## src/hw/rtl/psd_sqrt.sv

```systemverilog
// ----------------------------------------------------------------------------
// psd_sqrt
// Pipelined integer square root, one root bit per stage, floor result,
// with a sideband that travels along.
// ----------------------------------------------------------------------------
module psd_sqrt #(
    parameter int IW = 50,
    parameter int SW = 1,
    parameter int OW = IW / 2
) (
    input  logic          i_clk,
    input  logic          i_rst_n,
    input  logic          i_en,
    input  logic          i_valid,
    input  logic [IW-1:0] i_x,
    input  logic [SW-1:0] i_side,
    output logic          o_valid,
    output logic [OW-1:0] o_root,
    output logic [SW-1:0] o_side
);

    logic          r_vld  [OW];
    logic [OW-1:0] r_root [OW];
    logic [SW-1:0] r_side [OW];
    logic [OW:0]   r_rem  [OW-1];
    logic [IW-1:0] r_x    [OW-1];

    for (genvar k = 0; k < OW; k++) begin : g_stage
        logic          vld_in;
        logic [OW:0]   rem_in;
        logic [OW-1:0] root_in;
        logic [IW-1:0] x_in;
        logic [SW-1:0] side_in;
        logic [OW+1:0] trial;
        logic [OW+1:0] tst;
        logic [OW+1:0] diff;
        logic          r_bit;

        if (k == 0) begin : g_first
            assign vld_in  = i_valid;
            assign rem_in  = '0;
            assign root_in = '0;
            assign x_in    = i_x;
            assign side_in = i_side;
        end else begin : g_next
            assign vld_in  = r_vld[k-1];
            assign rem_in  = r_rem[k-1];
            assign root_in = r_root[k-1];
            assign x_in    = r_x[k-1];
            assign side_in = r_side[k-1];
        end

        // bring down two bits, try root*4 + 1
        assign trial = {rem_in[OW-1:0], x_in[IW-1 -: 2]};
        assign tst   = {root_in, 2'b01};
        assign diff  = trial - tst;
        assign r_bit = (trial >= tst);

        always_ff @(posedge i_clk) begin
            if (!i_rst_n) begin
                r_vld[k] <= 1'b0;
            end else if (i_en) begin
                r_vld[k] <= vld_in;
            end
        end

        always_ff @(posedge i_clk) begin
            if (i_en) begin
                r_root[k] <= (root_in << 1) | OW'(r_bit);
                r_side[k] <= side_in;
            end
        end

        if (k < OW - 1) begin : g_rem
            always_ff @(posedge i_clk) begin
                if (i_en) begin
                    r_rem[k] <= r_bit ? diff[OW:0] : trial[OW:0];
                    r_x[k]   <= x_in << 2;
                end
            end
        end
    end

    assign o_valid = r_vld[OW-1];
    assign o_root  = r_root[OW-1];
    assign o_side  = r_side[OW-1];

endmodule

```

## config.mk

```make
export PLATFORM = sky130hd
export DESIGN_NAME = psd_sqrt
export DESIGN_NICKNAME = d
export VERILOG_FILES = /design/src/hw/rtl/psd_sqrt.sv
export SDC_FILE = /design/constraint.sdc
export NUM_CORES = 2
export LEC_CHECK = 0
export ABC_AREA = 1
export BUFFER_PORTS_ARGS = -buffer_cell sky130_fd_sc_hd__buf_2
export CORE_UTILIZATION = 49
export DETAILED_ROUTE_END_ITERATION = 16
export GPL_ROUTABILITY_DRIVEN = 0
export PLACE_DENSITY = 0.76
export SYNTH_ARGS = -nofsm -noshare
export SYNTH_HDL_FRONTEND = slang
export SYNTH_SLANG_ARGS = --single-unit
export TNS_END_PERCENT = 100
```

## constraint.sdc

```tcl
create_clock -name i_clk -period 3.82 [get_ports i_clk]
set_input_delay 0.382 -clock i_clk [delete_from_list [all_inputs] [get_ports i_clk]]
set_output_delay 0.382 -clock i_clk [all_outputs]
set_load 0.02 [all_outputs]
```

After elaboration in Yosys (flattened, before gate mapping). Memory sizes are Yosys's and may differ from the RTL's. Index checks and enable logic that the tools add are counted.

Flip-flop bits (word level): 0. Bits in latches: 0. Bits in writable memories: 2451. Bits in read-only memories: 0. Bits of input ports: 55. Output and inout port bits: 27. Word-level logic and storage cells: 157. Memories: 5.

$add $sub $neg: 24. Multiply operators: 0. Divide/modulo/power cells: 0. $lt $le $gt $ge: 25. Equality and inequality tests: 0. Shift operators: 0. Muxes and demuxes: 54. Bitwise operators: 49. Reduce and logical (&&, ||, !) cells: 0.

Memories: r_x (words 24, width 48, read ports 24, clocked after Yosys merged registers in 0, wr ports 24, RTL line 26) `logic [IW-1:0] r_x [OW-1];`; r_root (words 25, width 25, read ports 25, clocked after Yosys merged registers in 0, wr ports 25, RTL line 23) `logic [OW-1:0] r_root [OW];`; r_rem (words 24, width 26, read ports 24, clocked after Yosys merged registers in 0, wr ports 24, RTL line 25) `logic [OW:0] r_rem [OW-1];`; r_side (words 25, width 1, read ports 25, clocked after Yosys merged registers in 0, wr ports 25, RTL line 24) `logic [SW-1:0] r_side [OW];`; r_vld (words 25, width 1, read ports 25, clocked after Yosys merged registers in 0, wr ports 25, RTL line 22) `logic r_vld [OW];`.

Operator list (count): greater-or-equal comparator 27 bit (24); two-way mux 26 bit (24); OR 25 x 1 -> 25 bit (24); subtractor 26 bit (23); two-way mux 1 bit (30); OR 1 bit (25); subtractor 2 x 1 -> 3 bit, second input constant (1); greater-or-equal comparator 2 x 1 -> 1 bit, second input constant (1).

Depth between registers and ports, before layout.
Depth after elaboration: 4. Depth in mapped cells: 15. Mapped depth without buffers: 14.

Least setup slack after synthesis. No wires, ideal clock.

Kind: register -> register. From: memory r_rem[1][168] (netlist name). To: memory r_rem[1][190] (netlist name) (data pin). Library setup time: 0.252 ns. Arrival time: 1.797 ns. Required time: 3.568 ns. Slack: 1.771 ns. Stages on the path, launching flop included: 13. Path buffers: 2. Clock period less this slack: 2.049 ns. Cell sequence: edfxtp_1 -> ha_1 -> nand2_2 -> inv_1 -> nand2_1 -> nand2_1 -> a21oi_2 -> nand3_2 -> nand2b_4 -> buf_6 -> buf_12 -> nand2_2 -> nand2_1.

RTL lines (RTL line): from (decl) (25).

==> results.tsv <==
metric	value	unit
status	finished clean	
grt_max_degree	148	
rsz0062_at_grt	false	
critPathBufInv	0	
cts_tree	yes	
antenna_found_initial	4	
layout-drive-gt1-share	0.05858	
critPathSlowestCell	nand2_2	
dr.pass1.iters	9	
ys_warn_count	0	
crit_chain	ha_1, o21ai_0, nand2_1, nand2_1, nand2_2, nand2_1, nand2_1, nand2_2, nand3_4, nand2_1, nand2_1	
die_w	416.4	um
track_usage	0.2241	
initial_utilization	0.4954	
crit_family	simple AND/OR/NAND/NOR gates	
die_h	416.4	um
drv_cap	0	
worstPathRequired	4.37	ns
synth_top_area_frac	0.5500	
ir_drop	0.0005114	V
seq_area_frac_synth	0.5502	
post_dp_cell_area	87090	um2
n_fill_cell	14450	
fin_crit	2.902	ns
ant_nets	0	
fin_worst_skew	0.07140	ns
cp-start-kind	register	
setup_ws	0.9178	ns
grt-ovfl-total	0	
hold_viol	0	
avgSynthCellArea	8.785	um2
ys_ff_latch	1542	
crit_top_cell	nand2_1	
netlist_area	84140	um2
cts.path.max_buffers	3	
wl_per_cell	16.26	um
power.density	518.6	nW/um2
synthArstFlopShare	0	
crit_fanout	26	
max_freq	344.6	MHz
core	169800	um2
drt_iter0_drc	7189	
synthToLayoutAreaGrowth	10.53	%
crit_arrival	3.45	ns
port_buffers	81	
max_slew_margin	0.3763	
post_cts.repair.setup_buffers	0	
io_pins	82	
drv_slew	0	
clock_latency	0.82	ns
p_leak	42.51	nW
grt_pass1_wl	312.3	mm
dp.cells	11830	
min_path_type	in2reg	
criticalPathCategory	reg2reg	
synth.distinct_cells	57	
numClockSinks	1542	
cts_buffers	162	
avgViaCountPerCell	5.328	
synth-edff-count	1541	
die-area	173400	um2
cts.clk_slew.worst_paths	0.07	ns
worstSetupEndpointType	register	
num_vias	64850	
post-route-util	0.5475	
synth_area_leader_cell	edfxtp_1	
whs	0.2805	ns
htreeDepth	4	
synth_nets	9983	
worst_slew_pin_slew	0.9333	ns
pre_cts_slack	1.001	ns
drt_wl_total	198.0	mm
netlist_top_cells_area	edfxtp_1, nand2_1, inv_1, ha_1, nor2_1	
fin_cells	12170	
place_hpwl	146.8	mm
finalSetupViolCount	0	
fin_crit_sh	0.7597	
post-route-drc-count	0	
final_common_cell	nand2_1	
tns	0	ns
syn_inst	9577	
row_count	151	
slowest_delay	0.47	ns
cts-root-buf	clkbuf_16	
grt_pass1_vias	61350	
design_area	93000	um2
nets	10240	
dominantRegCellSynth	edfxtp_1	
layout_common_cells	nand2_1, inv_1, edfxtp_1	
finalPower	48.23	mW
## kinds of logic after synthesis
| family | share of synthesized area |
|---|---|
| buffers and inverters | 0.08517 |
| flip-flops | 0.5502 |
| adder cells (fa/ha/maj) | 0.05220 |
| AO/OA/AOI/OAI | 0.03639 |
| other | 0.00004457 |
| AND/OR/NAND/NOR | 0.2535 |
| XOR/XNOR | 0.02249 |
## path summary, 6_finish.rpt
path,start,endpoint,slack [ns],cells past startpoint
worst max-delay path,r_rem[2][156]$_DFFE_PP_,r_rem[2][199]$_DFFE_PP_,0.92,11
worst min-delay path,i_x[23],r_x[0][23]$_DFFE_PP_,0.28,2
worst max register to register,r_rem[2][156]$_DFFE_PP_,r_rem[2][199]$_DFFE_PP_,0.92,11
worst min register to register,r_x[2][138]$_DFFE_PP_,r_x[2][188]$_DFFE_PP_,0.40,0
## routing by layer
layer  GRT usage  routed length, um  up-vias  part of all wire
met5           0                 13        -          0.000066
li1            -                  -    31350                 -
met2      0.3620              90530     3126              0.46
met3     0.04103              17410      638             0.088
met1      0.2958              81540    29730              0.41
met4     0.09607               8483        2             0.043
## worst reg2reg max path, stage by stage (launching register included)
cell	delay (ns)
edfxtp_1	0.42
ha_1	0.42
o21ai_0	0.11
nand2_1	0.13
nand2_1	0.11
nand2_2	0.09
nand2_1	0.07
nand2_1	0.09
nand2_2	0.47
nand3_4	0.44
nand2_1	0.21
nand2_1	0.07
## sequential cells by signal, summed over array words and instances, names as in the netlist
name	flops
r_rem	567
r_vld	25
r_side	25
r_x	600
r_root	325
## timing repair
action                                 in CTS  in global routing
hold buffers                               55                  0
endpoints found under the hold margin      59                  0
resized for setup                           0                  0
## power by group
part	leakage, nW	switching [mW]	internal, mW
combinational	25.1	6.96	3.41
sequential	14.8	1.27	20.9
clock	2.57	6.78	8.92
total	42.5	15.0	33.2
## cell type report
cell class | count | area [um2] | share of cell area
diodes | 1 | 2.502 | 0.00002691
clock inverters | 95 | 1160 | 0.01247
multi-input cells | 6231 | 30680 | 0.3299
repair buffers | 176 | 1434 | 0.01542
flip-flops and latches | 1542 | 46290 | 0.4978
well taps | 2218 | 2775 | 0.02984
clock buffers | 191 | 4194 | 0.04510
inverters | 1718 | 6456 | 0.06942
## Yosys cell counts, types with 8 or more instances
| library cell | number |
|---|---|
| nand2_1 | 3292 |
| inv_1 | 1685 |
| edfxtp_1 | 1541 |
| nor2_1 | 794 |
| nand3_1 | 517 |
| ha_1 | 351 |
| a21oi_1 | 294 |
| nand4_1 | 198 |
| xor2_1 | 152 |
| o21ai_0 | 127 |
| nand3b_1 | 77 |
| nor3_1 | 74 |
| xnor2_1 | 64 |
| o21ai_1 | 46 |
| nor2_2 | 44 |
| a21oi_2 | 41 |
| nand2_2 | 36 |
| buf_6 | 34 |
| inv_2 | 31 |
| buf_2 | 25 |
| buf_4 | 22 |
| and2_1 | 14 |
| nor2_4 | 14 |
| or2_2 | 14 |
| nand3_2 | 13 |
| o21ai_2 | 9 |
| o21bai_1 | 8 |
Note: power is estimated with default switching activity, not from simulation.
